**config.mk**
```make
export PLATFORM = sky130hd
export DESIGN_NAME = positional_list_insert_delete_core
export DESIGN_NICKNAME = d
export VERILOG_FILES = /design/src/pli_pkg.sv /design/src/pli_store.sv /design/src/pli_step.sv /design/src/positional_list_insert_delete_core.sv
export SDC_FILE = /design/constraint.sdc
export NUM_CORES = 1
export LEC_CHECK = 0
export BUFFER_PORTS_ARGS = -buffer_cell sky130_fd_sc_hd__clkbuf_2
export CORE_MARGIN = 3
export CORE_UTILIZATION = 50
export CTS_CLUSTER_SIZE = 14
export DETAILED_ROUTE_END_ITERATION = 8
export GPL_ROUTABILITY_DRIVEN = 0
export PLACE_DENSITY = 0.69
export SLEW_MARGIN = 20
export SYNTH_ARGS = -nofsm -noshare
export SYNTH_HDL_FRONTEND = slang
export SYNTH_HIERARCHICAL = 1
export SYNTH_SLANG_ARGS = --single-unit
```
**constraint.sdc**
```tcl
create_clock -name clk_i -period 4.5 [get_ports clk_i]
set_input_delay 0.9 -clock clk_i [delete_from_list [all_inputs] [get_ports clk_i]]
set_output_delay 0.9 -clock clk_i [all_outputs]
set_load 0.02 [all_outputs]
```
**src/pli_pkg.sv**
```systemverilog
// Package for the positional list core: operation and status codes,
// sequencer states and fixed field widths. No dependencies.
package pli_pkg;

  localparam int unsigned POS_W  = 5;
  localparam int unsigned DATA_W = 32;
  localparam int unsigned CNT_W  = 5;

  typedef enum logic [1:0] {
    OP_WRITE  = 2'd0,
    OP_INSERT = 2'd1,
    OP_DELETE = 2'd2,
    OP_READ   = 2'd3
  } pli_op_e;

  typedef enum logic [1:0] {
    ST_OK      = 2'd0,
    ST_BEYOND  = 2'd1,
    ST_FULL    = 2'd2,
    ST_MISSING = 2'd3
  } pli_status_e;

  typedef enum logic [2:0] {
    S_IDLE,
    S_DECODE,
    S_MOVE,
    S_FINISH,
    S_DONE
  } pli_state_e;

endpackage

```
**src/pli_store.sv**
```systemverilog
// Entry store of the positional list: one write port and one read port,
// read data registered. Depends on no package.
module pli_store #(
  parameter int unsigned DEPTH = 16,
  parameter int unsigned AW    = 4,
  parameter int unsigned DW    = 32
) (
  input  logic          clk_i,
  input  logic          we_i,
  input  logic [AW-1:0] waddr_i,
  input  logic [DW-1:0] wdata_i,
  input  logic          re_i,
  input  logic [AW-1:0] raddr_i,
  output logic [DW-1:0] rdata_o
);

  logic [DW-1:0] mem [DEPTH];
  logic [DW-1:0] rdata_q;

  always_ff @(posedge clk_i) begin
    if (we_i) begin
      mem[waddr_i] <= wdata_i;
    end
  end

  always_ff @(posedge clk_i) begin
    if (re_i) begin
      rdata_q <= mem[raddr_i];
    end
  end

  assign rdata_o = rdata_q;

endmodule

```
**src/pli_step.sv**
```systemverilog
// Shared step unit of the positional list sequencer: adds or subtracts one.
// Serves index stepping and count updates. Depends on no package.
module pli_step #(
  parameter int unsigned W = 5
) (
  input  logic [W-1:0] a_i,
  input  logic         dec_i,
  output logic [W-1:0] sum_o
);

  always_comb begin
    if (dec_i) begin
      sum_o = a_i - W'(1);
    end else begin
      sum_o = a_i + W'(1);
    end
  end

endmodule

```
**src/positional_list_insert_delete_core.sv**
```systemverilog
// Top level of the positional list core: sequencer, output register and
// instances of pli_store and pli_step. Depends on pli_pkg.
//
// Keeps a packed list of up to CAPACITY signed 32-bit entries and a fill
// count. Each input transaction is a write or append, an insert, a delete or
// a read at a zero-based position, and yields exactly one result transaction
// with a status, the read value (zero unless a read succeeds) and the count
// after the operation; a failed operation leaves the list unchanged. One
// transaction is worked on at a time. An insert or delete moves N entries,
// where N is count - position for an insert and count - position - 1 for a
// delete, one entry per cycle through the store's single read port and
// single write port. A finished result waits in an output register, and
// the next transaction is accepted meanwhile.
module positional_list_insert_delete_core #(
  parameter int unsigned CAPACITY = 16
) (
  input  logic                       clk_i,
  input  logic                       rst_ni,
  input  logic                       in_valid_i,
  output logic                       in_ready_o,
  input  logic [1:0]                 operation_i,
  input  logic [pli_pkg::POS_W-1:0]  position_i,
  input  logic signed [pli_pkg::DATA_W-1:0] value_i,
  output logic                       out_valid_o,
  input  logic                       out_ready_i,
  output logic [1:0]                 status_o,
  output logic signed [pli_pkg::DATA_W-1:0] read_value_o,
  output logic [pli_pkg::CNT_W-1:0]  count_o
);

  import pli_pkg::*;

  localparam int unsigned CW = $clog2(CAPACITY + 1);
  localparam int unsigned AW = $clog2(CAPACITY);
  localparam int unsigned XW = (CW > POS_W) ? CW : POS_W;
  localparam int unsigned OW = (XW > CNT_W) ? XW : CNT_W;

  pli_state_e  state_q, state_d;
  pli_op_e     op_q, op_d;
  logic [POS_W-1:0]  pos_q, pos_d;
  logic [DATA_W-1:0] val_q, val_d;
  logic [CW-1:0]     count_q, count_d;
  logic [XW-1:0]     src_q, src_d;
  logic [XW-1:0]     dst_q, dst_d;
  logic [XW-1:0]     wra_q, wra_d;
  logic [XW-1:0]     lim_q, lim_d;
  logic              more_q, more_d;
  logic              pend_q, pend_d;
  pli_status_e       st_q, st_d;
  logic              out_valid_q, out_valid_d;
  pli_status_e       out_status_q, out_status_d;
  logic [DATA_W-1:0] out_rdval_q, out_rdval_d;
  logic [CW-1:0]     out_count_q, out_count_d;

  logic [XW-1:0]     pos_x, cnt_x, cap_x;
  pli_status_e       dec_status;
  logic [XW-1:0]     step_a, step_sum;
  logic              step_dec;
  logic              mem_we, mem_re;
  logic [XW-1:0]     mem_waddr, mem_raddr;
  logic [DATA_W-1:0] mem_wdata, mem_rdata;
  logic              accept, out_free;
  logic [OW-1:0]     out_count_x;

  assign pos_x    = XW'(pos_q);
  assign cnt_x    = XW'(count_q);
  assign cap_x    = XW'(CAPACITY);
  assign accept   = in_valid_i && in_ready_o;
  assign out_free = !out_valid_q || out_ready_i;

  always_comb begin
    unique case (op_q)
      OP_WRITE: begin
        if (pos_x > cnt_x) begin
          dec_status = ST_BEYOND;
        end else if (pos_x >= cap_x) begin
          dec_status = ST_FULL;
        end else begin
          dec_status = ST_OK;
        end
      end
      OP_INSERT: begin
        if (pos_x > cnt_x) begin
          dec_status = ST_BEYOND;
        end else if (cnt_x >= cap_x) begin
          dec_status = ST_FULL;
        end else begin
          dec_status = ST_OK;
        end
      end
      default: begin
        if (pos_x >= cnt_x) begin
          dec_status = ST_MISSING;
        end else begin
          dec_status = ST_OK;
        end
      end
    endcase
  end

  always_comb begin
    case (state_q)
      S_DECODE: begin
        step_a   = (op_q == OP_DELETE) ? pos_x : cnt_x;
        step_dec = (op_q == OP_INSERT);
      end
      S_MOVE: begin
        step_a   = src_q;
        step_dec = (op_q == OP_INSERT);
      end
      S_FINISH: begin
        step_a   = cnt_x;
        step_dec = (op_q == OP_DELETE);
      end
      default: begin
        step_a   = cnt_x;
        step_dec = 1'b0;
      end
    endcase
  end

  pli_step #(
    .W (XW)
  ) u_step (
    .a_i   (step_a),
    .dec_i (step_dec),
    .sum_o (step_sum)
  );

  pli_store #(
    .DEPTH (CAPACITY),
    .AW    (AW),
    .DW    (DATA_W)
  ) u_store (
    .clk_i   (clk_i),
    .we_i    (mem_we),
    .waddr_i (mem_waddr[AW-1:0]),
    .wdata_i (mem_wdata),
    .re_i    (mem_re),
    .raddr_i (mem_raddr[AW-1:0]),
    .rdata_o (mem_rdata)
  );

  always_comb begin
    state_d = state_q;
    unique case (state_q)
      S_IDLE: begin
        if (accept) begin
          state_d = S_DECODE;
        end
      end
      S_DECODE: begin
        if (dec_status != ST_OK) begin
          state_d = S_DONE;
        end else if (op_q == OP_INSERT || op_q == OP_DELETE) begin
          state_d = S_MOVE;
        end else begin
          state_d = S_DONE;
        end
      end
      S_MOVE: begin
        if (!more_q && !pend_q) begin
          state_d = S_FINISH;
        end
      end
      S_FINISH: begin
        state_d = S_DONE;
      end
      S_DONE: begin
        if (out_free) begin
          state_d = S_IDLE;
        end
      end
      default: begin
        state_d = S_IDLE;
      end
    endcase
  end

  always_comb begin
    op_d         = op_q;
    pos_d        = pos_q;
    val_d        = val_q;
    count_d      = count_q;
    src_d        = src_q;
    dst_d        = dst_q;
    wra_d        = wra_q;
    lim_d        = lim_q;
    more_d       = more_q;
    pend_d       = pend_q;
    st_d         = st_q;
    out_valid_d  = out_valid_q && !out_ready_i;
    out_status_d = out_status_q;
    out_rdval_d  = out_rdval_q;
    out_count_d  = out_count_q;
    mem_we       = 1'b0;
    mem_waddr    = pos_x;
    mem_wdata    = val_q;
    mem_re       = 1'b0;
    mem_raddr    = pos_x;
    in_ready_o   = (state_q == S_IDLE);

    unique case (state_q)
      S_IDLE: begin
        if (accept) begin
          op_d  = pli_op_e'(operation_i);
          pos_d = position_i;
          val_d = value_i;
        end
      end
      S_DECODE: begin
        st_d   = dec_status;
        more_d = 1'b0;
        pend_d = 1'b0;
        if (dec_status == ST_OK) begin
          unique case (op_q)
            OP_WRITE: begin
              mem_we = 1'b1;
              if (pos_x == cnt_x) begin
                count_d = step_sum[CW-1:0];
              end
            end
            OP_READ: begin
              mem_re = 1'b1;
            end
            OP_INSERT: begin
              src_d  = step_sum;
              dst_d  = cnt_x;
              lim_d  = pos_x;
              more_d = (cnt_x != pos_x);
            end
            default: begin
              src_d  = step_sum;
              dst_d  = pos_x;
              lim_d  = cnt_x;
              more_d = (step_sum != cnt_x);
            end
          endcase
        end
      end
      S_MOVE: begin
        if (pend_q) begin
          mem_we    = 1'b1;
          mem_waddr = wra_q;
          mem_wdata = mem_rdata;
        end
        if (more_q) begin
          mem_re    = 1'b1;
          mem_raddr = src_q;
          wra_d     = dst_q;
          dst_d     = src_q;
          src_d     = step_sum;
          pend_d    = 1'b1;
          more_d    = (op_q == OP_INSERT) ? (src_q != lim_q) : (step_sum != lim_q);
        end else begin
          pend_d = 1'b0;
        end
      end
      S_FINISH: begin
        if (op_q == OP_INSERT) begin
          mem_we = 1'b1;
        end
        count_d = step_sum[CW-1:0];
      end
      S_DONE: begin
        if (out_free) begin
          out_valid_d  = 1'b1;
          out_status_d = st_q;
          out_count_d  = count_q;
          if (op_q == OP_READ && st_q == ST_OK) begin
            out_rdval_d = mem_rdata;
          end else begin
            out_rdval_d = '0;
          end
        end
      end
      default: begin
      end
    endcase
  end

  always_ff @(posedge clk_i or negedge rst_ni) begin
    if (!rst_ni) begin
      state_q     <= S_IDLE;
      count_q     <= '0;
      more_q      <= 1'b0;
      pend_q      <= 1'b0;
      out_valid_q <= 1'b0;
    end else begin
      state_q     <= state_d;
      count_q     <= count_d;
      more_q      <= more_d;
      pend_q      <= pend_d;
      out_valid_q <= out_valid_d;
    end
  end

  always_ff @(posedge clk_i) begin
    op_q         <= op_d;
    pos_q        <= pos_d;
    val_q        <= val_d;
    src_q        <= src_d;
    dst_q        <= dst_d;
    wra_q        <= wra_d;
    lim_q        <= lim_d;
    st_q         <= st_d;
    out_status_q <= out_status_d;
    out_rdval_q  <= out_rdval_d;
    out_count_q  <= out_count_d;
  end

  assign out_count_x  = OW'(out_count_q);
  assign out_valid_o  = out_valid_q;
  assign status_o     = out_status_q;
  assign read_value_o = out_rdval_q;
  assign count_o      = out_count_x[CNT_W-1:0];

  a_count_bound : assert property (@(posedge clk_i) disable iff (!rst_ni)
    cnt_x <= cap_x)
    else $error("fill count above capacity");

  a_pend_in_move : assert property (@(posedge clk_i) disable iff (!rst_ni)
    pend_q |-> (state_q == S_MOVE))
    else $error("pending entry move outside move phase");

  a_rdval_only_read : assert property (@(posedge clk_i) disable iff (!rst_ni)
    out_valid_o |-> (status_o == ST_OK || read_value_o == '0))
    else $error("nonzero read value on failed operation");

  a_fail_keeps_count : assert property (@(posedge clk_i) disable iff (!rst_ni)
    (state_q == S_DECODE && dec_status != ST_OK) |=> (count_q == $past(count_q)))
    else $error("failed operation changed the count");

endmodule
```
# [Yosys cells after proc, flatten, opt, wreduce, memory -nomap -nowiden]
# Memories as Yosys holds them, arrays and structs flattened. A register that Yosys moved wholly into a read port is not among the register bits.
# Cells that the tools add are included.
[word_totals] regBits=109 ramBits=512 out_inout_bits=41 n_memories=1
[mem_list] name="u_store.mem" words=16 word_bits=32 rd=1 rd_ports_with_merged_regs=1 wr=1 line="pli_store.sv:17" source="logic [DW-1:0] mem [DEPTH];"
[classes] addsub=2 magnitude_cmp=4 n_eq_ne=20 n_mux=54 bitwise=1 n_reduce_logical=26
[ops] cell="$mux 32" n=2
[ops] cell="$mux 5" n=8
[ops] cell="$pmux 5 s2" n=4
[ops] cell="$mux 4" n=6
[ops] cell="$ne 5x5->1" n=4
[ops] cell="$pmux 4 s2" n=2
[ops] cell="$mux 3" n=5
[ops] cell="$pmux 3 s5" n=1
[ops] cell="$mux 1" n=14
[ops] cell="$ne 2x2->1 const B" n=7
[ops] cell="$ge 5x5->1 const B" n=2
[ops] cell="$mux 2" n=5
[ops] cell="$pmux 1 s2" n=5
[ops] cell="$reduce_and 4->1" n=2
[ops] cell="$eq 3x2->1 const B" n=2
[ops] cell="$logic_not 2->1" n=3
[ops] cell="$reduce_and 2->1" n=3
[ops] cell="$reduce_and 3->1" n=2
[ops] cell="$reduce_bool 2->1" n=3
[ops] cell="$add 5x1->5 const B" n=1
[ops] cell="$eq 5x5->1" n=1
[ops] cell="$ge 5x5->1" n=1
[ops] cell="$gt 5x5->1" n=1
[ops] cell="$sub 5x1->5 const B" n=1
[ops] cell="other kinds (13)" n=22

# [Logic depth before layout (Yosys ltp)]
# Gate-level depths: netlist of run 1.
[logic_depth] depth_word=9 mapped_depth=17 depth_no_buf=16

# [Hierarchy]
# The synthesis of run 1 kept the hierarchy.
[modules_own_cells] mod="pli_store" n_inst=1 cells_each=838 area_each_um2=20155.6 seq_area_each_um2=16335.7
[modules_own_cells] mod="positional_list_insert_delete_core" n_inst=1 cells_each=337 area_each_um2=4862.2 seq_area_each_um2=3218.1
[modules_own_cells] mod="pli_step" n_inst=1 cells_each=18 area_each_um2=146.4 seq_area_each_um2=0.0

# [Least setup slack after synthesis of run 1]
# Ideal clock, no wire load.
[synth_timing] path_type="register to register" start="reg op_q[0]" end="mem u_store.mem[0][0], enable pin" t_arrival_ns=4.379 setup_slack_ns=-0.340 path_stages_with_launch=10 period_less_slack_ns=4.840 cell_sequence="edfxtp_1 > ha_1 > buf_2 > a22oi_2 > o21ai_0 > o22ai_2 > a31oi_1 > o21bai_1 > or3b_2 > nor3_1"
[synth_via] elab_chain_len=7 elab_cells_between_ends=10 cone_classes="eq/ne: 1; mux: 7; reduce/logical: 2"
[synth_lines] element="from (decl)" line="positional_list_insert_delete_core.sv:39" source="pli_op_e op_q, op_d;"
[synth_lines] element="from (signal assigned)" line="positional_list_insert_delete_core.sv:299" source="op_q <= op_d;"
[synth_lines] element="$eq 2x1->1 / $logic_not 2->1 (equally long branches)" line="positional_list_insert_delete_core.sv:72, positional_list_insert_delete_core.sv:260, positional_list_insert_delete_core.sv:216"
[synth_lines] element="$pmux 2 s2" line="positional_list_insert_delete_core.sv:72" source="unique case (op_q)"
[synth_lines] element="$logic_not 2->1" line="positional_list_insert_delete_core.sv:215" source="if (dec_status == ST_OK) begin"
[synth_lines] element="$mux 1" line="positional_list_insert_delete_core.sv:215"
[synth_lines] element="$pmux 1 s3 *" line="positional_list_insert_delete_core.sv:203" source="unique case (state_q)"
[synth_lines] element="named net mem_we" line="positional_list_insert_delete_core.sv:59" source="logic mem_we, mem_re;"
[synth_lines] element="$mux 1 *" line="pli_store.sv:21" source="if (we_i) begin"
[synth_lines] element="$mux 1 (not written as such) *" line="pli_store.sv:22" source="mem[waddr_i] <= wdata_i;"
[synth_lines] element="to (decl)" line="pli_store.sv:17"
# The timed path passes the listed nets; every way through them passes the cells marked *.

# [Worst setup path in the final report of run 1]
[layout_timing] start="reg state_q[2]" end="reg more_q"
[layout_via] elab_chain_len=8 elab_cells_between_ends=17 cone_classes="add/sub: 2; eq/ne: 5; mux: 8; reduce/logical: 2"
[layout_lines] element="from (decl)" line="positional_list_insert_delete_core.sv:38" source="pli_state_e state_q, state_d;"
[layout_lines] element="from (signal assigned)" line="positional_list_insert_delete_core.sv:290" source="state_q <= state_d;"
[layout_lines] element="$eq 3x2->1 / $eq 3x1->1 (equally long branches)" line="positional_list_insert_delete_core.sv:102" source="case (state_q)"
[layout_lines] element="$pmux 5 s2 *" line="positional_list_insert_delete_core.sv:102"
[layout_lines] element="named net step_a[0]" line="positional_list_insert_delete_core.sv:57" source="logic [XW-1:0] step_a, step_sum;"
[layout_lines] element="$add 5x1->5 / $sub 5x1->5 (equally long branches)" line="pli_step.sv:15, pli_step.sv:13"
[layout_lines] element="$mux 5 *" line="pli_step.sv:12" source="if (dec_i) begin"
[layout_lines] element="$ne 5x5->1 (on tied branches)" line="positional_list_insert_delete_core.sv:236, positional_list_insert_delete_core.sv:254"
[layout_lines] element="$pmux 1 s2 / $mux 1 (equally long branches)" line="positional_list_insert_delete_core.sv:216, positional_list_insert_delete_core.sv:254"
[layout_lines] element="$mux 1 (on tied branches)" line="positional_list_insert_delete_core.sv:215, positional_list_insert_delete_core.sv:247"
[layout_lines] element="$pmux 1 s2 *" line="positional_list_insert_delete_core.sv:203"
[layout_lines] element="to (signal assigned)" line="positional_list_insert_delete_core.sv:292" source="more_q <= more_d;"
[layout_lines] element="to (decl)" line="positional_list_insert_delete_core.sv:47" source="logic more_q, more_d;"
# Marked as above.
# A chain may end at the register's enable or synchronous reset.

==> impl_metrics.json, run 1 <==
{
  "status": "complete, no violations",
  "synth_area_um2": 25200,
  "fmax_mhz": 259,
  "start_util_pct": 51.0,
  "grt_setup_unrepaired": "no",
  "critPathLaunchType": "register",
  "slew_violations": 0,
  "critPathRequiredTime_ns": 4.96,
  "fin_crit_ns": 3.87,
  "setup_viol": 0,
  "min_path_type": "primary input to async pin",
  "grt.total_usage_pct": 20.0,
  "cp_max_fo": 11,
  "fin_nets": 1384,
  "path_cells": "nand2b_1, nand2b_2, inv_2, a21oi_1, nand2_1, nand3_1, inv_1, fa_1, nand2b_1, a21oi_2, xnor2_1, mux2i_1, xnor2_1, nor4_1, nand3_1, a32o_1",
  "fp-row-count": 81,
  "slew_headroom_pct": 32.3,
  "die_area_um2": 53100,
  "tightestPinTransition_ns": 1.01,
  "holdBufCountCts": 0,
  "cts-root-buf": "clkbuf_16",
  "cp.arrival_ns": 4.33,
  "dpl_worst_slack_ns": 0.719,
  "final_cell_mix": "edfxtp_1, mux4_2, clkbuf_2, clkbuf_16, a22oi_1",
  "synth_edf_count": 642,
  "core_area_um2": 49400,
  "syn_avg_cell_area_um2": 21.1,
  "io_buffers": 83,
  "n_antenna_cell": 0,
  "synth-compound-area-share_pct": 3.01,
  "ys_warn_count": 6,
  "via_per_inst": 5.93,
  "grt_antenna_before_repair": 0,
  "drive_gt1_share_pct": 29.4,
  "cts.clk_slew.worst_paths_ns": 0.06,
  "ys_types": 49,
  "grt_pass1_vias": 12600,
  "syn_inst": 1193,
  "area_growth_pct": 15.1,
  "p_per_area_nw_per_um2": 551,
  "nFillCells": 3497,
  "wirelength_um": 52000,
  "ant_nets": 0,
  "cts_tree": "done",
  "clkLatencyLatePin_ns": 0.59,
  "die_width_um": 230,
  "leakage_nw": 9.44,
  "critPathMaxStageDelay_ns": 0.50,
  "ir_worst_vdd_mv": 0.310,
  "cp_num_buf_inv": 2,
  "numCtsBuffers": 67,
  "yosys.area.top_type": "edfxtp_1",
  "drv_cap": 0,
  "skew_ns": 0.0214,
  "final_util_pct": 58.7,
  "setup_tns_ns": 0,
  "crit_type": "register to register",
  "wire_per_inst_um": 25.4,
  "synth_fa_ha_area_share_pct": 0.676,
  "cts_resized": 0,
  "dpl.hpwl_um": 27900,
  "synth_ff_type": "edfxtp_1",
  "grt_overflow_total": 0,
  "setup_slack_ns": 0.633,
  "synth_xor_area_share_pct": 0.487,
  "slowest_stage": "dfrtp_1",
  "cp-end-kind": "register",
  "htreeDepth": 3,
  "clockBufferDepth": 3,
  "dr.pass1.iters": 5,
  "post_cts_buffers": 0,
  "yosys.area_share.simple_pct": 3.12,
  "cpLargestDelayFamily": "simple AND/OR/NAND/NOR gates",
  "muxShareOfSynthArea_pct": 13.7,
  "synth_top_area_share_pct": 76.6,
  "die_h_um": 230,
  "ios": 84,
  "power_mw": 16.0,
  "finalHoldViolCount": 0,
  "grt_pass1_wl_um": 78900,
  "yosysSeqAreaShare_pct": 77.7,
  "ys_seq_elements": 653,
  "cts_sinks": 653,
  "synth-async-reset-ratio_pct": 1.68,
  "grt_max_degree": 56,
  "syn-num-nets": 1249,
  "vias": 12100,
  "synth_top_family_by_area": "multiplexers",
  "final_common_cell": "edfxtp_1",
  "synth.area.top_cells": "edfxtp_1, mux4_2, a22oi_1",
  "drc": 0,
  "final.period_utilization_pct": 85.9,
  "drt-initial-drc-count": 1189
}
## through the flow
stage          instance area (um2)  std cells  hold slack, ns
6_report                     29000       2043           0.211
5_1_grt                      29000       2043           0.208
4_1_cts                      28900       2042           0.186
3_5_place_dp                 26800       1922           0.411
3_3_place_gp                 26800       1922           0.408
2_1_floorplan                25200       1193           0.400
## power breakdown
group / switching, mW / leakage, nW / internal (mW) / total, mW
clock: 2.18 / 1.04 / 3.14 / 5.32
combinational: 1.83 / 2.44 / 1.17 / 3.00
sequential: 0.188 / 5.96 / 7.45 / 7.64
total: 4.20 / 9.44 / 11.8 / 16.0
## path summary, 6_finish.rpt
check,from,to,slack (ns),cells after the start
min reg2reg,dst_q[1],wra_q[1],0.42,0
max in group asynchronous,rst_ni,cnt_x[3],4.04,1
max reg2reg,state_q[2],more_q,0.63,16
min in group clk_i,dst_q[1],wra_q[1],0.42,0
max,state_q[2],more_q,0.63,16
min,rst_ni,cnt_x[0],0.21,1
## final cells by class
cell class	count	area (um2)	area share, %
flip-flops and latches	653	19600	67.5
multi-input cells	470	5460	18.9
well taps	664	831	2.87
clock buffers	79	1760	6.09
inverters	13	48.8	0.169
repair buffers	123	953	3.29
clock inverters	41	345	1.19
## kinds of logic (layout without fill, tap and decap cells)
| kind of cell | Yosys count | count (layout) |
|---|---|---|
| XOR/XNOR | 14 | 14 |
| AND/OR/NAND/NOR | 158 | 158 |
| multiplexers | 179 | 179 |
| buffers and inverters | 70 | 256 |
| adder cells (fa/ha/maj) | 13 | 13 |
| flip-flops | 653 | 653 |
| AO/OA/AOI/OAI | 106 | 106 |
## state kept, by name, indices dropped and copies added, names as in the netlist
signal,flops
pend_q,1
state_q,3
out_valid_o,1
cnt_x,5
st_q,2
more_q,1
status_o,2
u_store/mem,512
dst_q,4
lim_q,5
pos_q,5
wra_q,4
val_q,32
src_q,5
op_q,2
read_value_o,32
count_o,5
u_store/rdata_o,32
## cell usage after synthesis, types with 6 or more instances
library cell,instances
edfxtp_1,642
mux4_2,128
a22oi_1,64
nand2_1,59
and2_1,37
mux2_2,24
clkbuf_1,22
nor2_1,21
o21ai_0,18
mux2_1,17
buf_2,12
ha_1,12
dfrtp_1,11
inv_1,11
nand3_1,11
buf_1,10
buf_4,10
mux2i_1,10
xnor2_1,10
nor3_1,9
a21oi_1,6
## metal layers
layer	GRT usage (%)	wire length [um]	part of all wire, %	vias up
li1	-	-	-	5184
met1	28.2	21800	42	6375
met2	32.3	25600	49	456
met3	3.47	3370	6.5	90
met4	6.64	1220	2.4	0
met5	0	0	0	-
(Power assumes the default switching activity.)
==> inputs of run 2 (changes only) <==
PLACE_DENSITY = 0.66   (was 0.69)
SKIP_LAST_GASP = 1   (was unset)
clock period = 5.01 ns   (was 4.5 ns; I/O delays follow)
==> impl_metrics.json, run 2 (synthesis results as in run 1) <==
{
  "drc": 0,
  "slew_violations": 0,
  "p_per_area_nw_per_um2": 500,
  "die_area_um2": 53100,
  "leakage_nw": 9.40,
  "ir_worst_vdd_mv": 0.239,
  "dpl_worst_slack_ns": 0.783,
  "fmax_mhz": 231,
  "critPathLaunchType": "register",
  "io_buffers": 83,
  "setup_tns_ns": 0,
  "nFillCells": 3531,
  "grt.total_usage_pct": 20.5,
  "crit_type": "register to register",
  "rr_worst_depth": 9,
  "clkLatencyLatePin_ns": 0.59,
  "clockBufferDepth": 3,
  "htreeDepth": 3,
  "grt_max_degree": 43,
  "cp_max_fo": 25,
  "ios": 84,
  "via_per_inst": 5.92,
  "fin_crit_ns": 4.32,
  "drt-initial-drc-count": 997,
  "area_growth_pct": 14.6,
  "wire_per_inst_um": 26.1,
  "n_antenna_cell": 0,
  "cp.arrival_ns": 4.60,
  "finalHoldViolCount": 0,
  "critPathRequiredTime_ns": 5.29,
  "top_register": "u_store/mem",
  "final_common_cell": "edfxtp_1",
  "largest_reg_flops": 512,
  "numCtsBuffers": 67,
  "die_width_um": 230,
  "cp-end-kind": "register",
  "die_h_um": 230,
  "cts_sinks": 653,
  "setup_slack_ns": 0.687,
  "fp-row-count": 81,
  "skew_ns": 0.0165,
  "ant_nets": 0,
  "cts-root-buf": "clkbuf_16",
  "cts_tree": "done",
  "setup_viol": 0,
  "min_path_type": "primary input to async pin",
  "cts.clk_slew.worst_paths_ns": 0.06,
  "cts_resized": 0,
  "drive_gt1_share_pct": 29.5,
  "tightestPinTransition_ns": 1.05,
  "final.period_utilization_pct": 86.3,
  "dr.pass1.iters": 7,
  "grt_antenna_before_repair": 0,
  "dpl.hpwl_um": 31900,
  "slew_headroom_pct": 29.7,
  "grt_overflow_total": 0,
  "core_area_um2": 49400,
  "status": "complete, no violations",
  "grt_pass1_wl_um": 80600,
  "drv_cap": 0,
  "holdBufCountCts": 0,
  "hold-worst-slack_ns": 0.307,
  "start_util_pct": 51.0,
  "final_cell_mix": "edfxtp_1, mux4_2, clkbuf_2, clkbuf_16, a22oi_1",
  "fin_nets": 1386,
  "vias": 12100,
  "grt_pass1_vias": 12500,
  "post_cts_buffers": 0,
  "grt_setup_unrepaired": "no",
  "wirelength_um": 53200
}
run 2: final timing paths:
kind | from | to | slack, ns
worst min register to register | dst_q[0] | wra_q[0] | 0.44
max in group asynchronous | rst_ni | state_q[0] | 4.45
worst max register to register | op_q[1] | u_store/mem[1][14] | 0.69
worst max-delay path | op_q[1] | u_store/mem[1][14] | 0.69
min in group clk_i | dst_q[0] | wra_q[0] | 0.44
worst min-delay path | rst_ni | pend_q | 0.31
run 2: metrics by stage:
step / instances / utilization (%) / cell area (um2) / power, mW
2_1_floorplan: 1193 / - / 25200 / 8.81
3_3_place_gp: 1925 / 54.2 / 26700 / 9.74
3_5_place_dp: 1925 / 54.2 / 26700 / 9.79
4_1_cts: 2037 / 58.4 / 28800 / 14.6
5_1_grt: 2037 / 58.4 / 28800 / 15.0
6_report: 2037 / 58.4 / 28800 / 14.4
run 2: routing by layer:
layer  share of wire (%)  GRT usage [%]  vias to the layer above
met3                 6.1           3.57                       62
met1                  42           28.7                     6409
met2                  50           33.5                      403
met4                 2.0           6.29                        0
li1                    -              -                     5176
met5                   0              0                        -
run 2: layout make-up:
cell class,instances,area (um2),share of cell area [%]
Clock buffer,86,1830,6.36
Clock inverter,26,258,0.894
Inverter,13,48.8,0.169
Multi-Input combinational cell,470,5440,18.8
Sequential cell,653,19600,67.8
Tap cell,664,831,2.88
Timing Repair Buffer,125,881,3.05
run 2: power by group:
group	total (mW)	leakage [nW]	internal, mW	switching (mW)
clock	4.77	1.03	2.83	1.94
combinational	2.79	2.42	1.04	1.75
sequential	6.86	5.96	6.69	0.163
run 2: worst max-delay path, stage by stage, from the launching register on:
cell and delay [ns]:
edfxtp_1 0.42, inv_1 0.11, ha_1 0.85, o21ai_0 0.33, o22ai_2 0.33, a31oi_1 0.14
o21bai_1 0.41, or3b_2 0.61, nor2_4 0.54, buf_12 0.26
==> inputs of run 3 (changes only) <==
CTS_BUF_LIST = sky130_fd_sc_hd__clkbuf_4 sky130_fd_sc_hd__clkbuf_8 sky130_fd_sc_hd__clkbuf_16   (was unset)
==> impl_metrics.json, run 3 (synthesis results as in run 1) <==
{
  "grtUsageMet2_pct": 33.4,
  "vias": 12000,
  "grt_max_degree": 43,
  "combinationalPowerShare_pct": 19.2,
  "placed_cell_area_um2": 26700,
  "power_mw": 14.5,
  "top_register": "u_store/mem",
  "start_util_pct": 51.0,
  "cp-end-kind": "register",
  "grt.total_usage_pct": 20.5,
  "cts_tree": "done",
  "hold-worst-slack_ns": 0.315,
  "die_width_um": 230,
  "clockBufferDepth": 3,
  "fmax_mhz": 231,
  "largest_reg_flops": 512,
  "slowest_stage": "ha_1",
  "final_common_cell": "edfxtp_1",
  "n_antenna_cell": 0,
  "grt_pass1_vias": 12500,
  "grt_setup_unrepaired": "no",
  "cp_num_buf_inv": 2,
  "fp-row-count": 81,
  "grt_pass1_wl_um": 80500,
  "placed_cells": 1925,
  "finalHoldViolCount": 0,
  "via_per_inst": 5.89,
  "p_per_area_nw_per_um2": 502,
  "grt.busiest_layer": "met2",
  "status": "complete, no violations",
  "clkPwrFrac_pct": 33.5,
  "p_switching_mw": 3.86,
  "final.period_utilization_pct": 86.4,
  "die_area_um2": 53100,
  "cts_sinks": 653,
  "slew_violations": 0,
  "intPower_mw": 10.6,
  "dpl.hpwl_um": 31900,
  "cp.arrival_ns": 4.60,
  "setup_viol": 0,
  "grt.met1_usage_pct": 28.7,
  "cts-root-buf": "clkbuf_16",
  "cts.clk_slew.worst_paths_ns": 0.06,
  "cpLargestDelayFamily": "compound AO/OA/AOI/OAI gates",
  "path_cells": "inv_1, ha_1, o21ai_0, o22ai_2, a31oi_1, o21bai_1, or3b_2, nor2_4, buf_12",
  "ant_nets": 0,
  "critPathLaunchType": "register",
  "wirelength_um": 53200,
  "grt_antenna_before_repair": 0,
  "fin_cells": 2037,
  "ir_worst_vdd_mv": 0.243,
  "grt_overflow_total": 0,
  "htreeDepth": 3,
  "cts_resized": 0,
  "die_h_um": 230,
  "seq_power_share_pct": 47.3,
  "holdBufCountCts": 0,
  "nFillCells": 3522,
  "tightestPinTransition_ns": 1.04,
  "fin_crit_ns": 4.33,
  "min_path_type": "primary input to async pin",
  "drv_cap": 0,
  "io_buffers": 83,
  "leakage_nw": 9.45,
  "drc": 0,
  "critPathMaxStageDelay_ns": 0.85,
  "critPathRequiredTime_ns": 5.29,
  "skew_ns": 0.0171,
  "numCtsBuffers": 67,
  "drive_gt1_share_pct": 30.6,
  "drt-initial-drc-count": 1101,
  "post_cts_buffers": 0,
  "sw_frac_of_total_pct": 26.6,
  "use_met3_pct": 3.57,
  "design_area_um2": 28900,
  "wire_per_inst_um": 26.1,
  "dr.pass1.iters": 5,
  "crit_type": "register to register",
  "cp_max_fo": 25,
  "ios": 84,
  "area_growth_pct": 14.8,
  "slew_headroom_pct": 30.4,
  "setup_tns_ns": 0,
  "final_cell_mix": "edfxtp_1, mux4_2, clkbuf_2, clkbuf_16, a22oi_1",
  "fin_nets": 1386,
  "clkLatencyLatePin_ns": 0.59,
  "core_area_um2": 49400
}
==> run 3: cell counts in the layout (fill, tap and decap cells not counted) <==
Identical to the previous run, type by type.
==> run 3: area by class of cell <==
cell class	instances	area (um2)	area share [%]
Inverter	13	48.8	0.169
Tap cell	664	831	2.88
Clock buffer	86	1890	6.54
Clock inverter	26	258	0.892
Timing Repair Buffer	125	881	3.05
Multi-Input combinational cell	470	5440	18.8
Sequential cell	653	19600	67.7
==> run 3: power groups by stage <==
stage	Clock, mW	Sequential, mW	Combinational (mW)
floorplan	0	7.00	1.81
global route	5.18	6.88	3.03
finish	4.86	6.86	2.79
CTS	4.97	6.86	2.84
global placement	0	6.96	2.77
detailed placement	0	6.97	2.83
==> run 3: final timing paths <==
kind	from	depth (start not counted)	slack, ns	end
hold reg to reg	dst_q[0]	0	0.43	wra_q[0]
setup reg to reg	op_q[1]	9	0.68	u_store/mem[1][14]
setup / recovery	op_q[1]	9	0.68	u_store/mem[1][14]
hold / removal	rst_ni	1	0.31	pend_q
min in group clk_i	dst_q[0]	0	0.43	wra_q[0]
max in group asynchronous	rst_ni	1	4.44	state_q[0]
==> run 3: routing by layer <==
layer / wire length, um / part of all wire [%]
met1: 22400 / 42
met2: 26500 / 50
met3: 3250 / 6.1
met4: 1090 / 2.0
met5: 0 / 0
==> run 3: per-stage QoR <==
step | utilization (%) | setup WS [ns]
CTS | 58.5 | 0.753
global route | 58.5 | 0.471
floorplan | - | 0.170
detailed placement | 54.2 | 0.783
global placement | 54.2 | 0.899
finish | 58.5 | 0.683
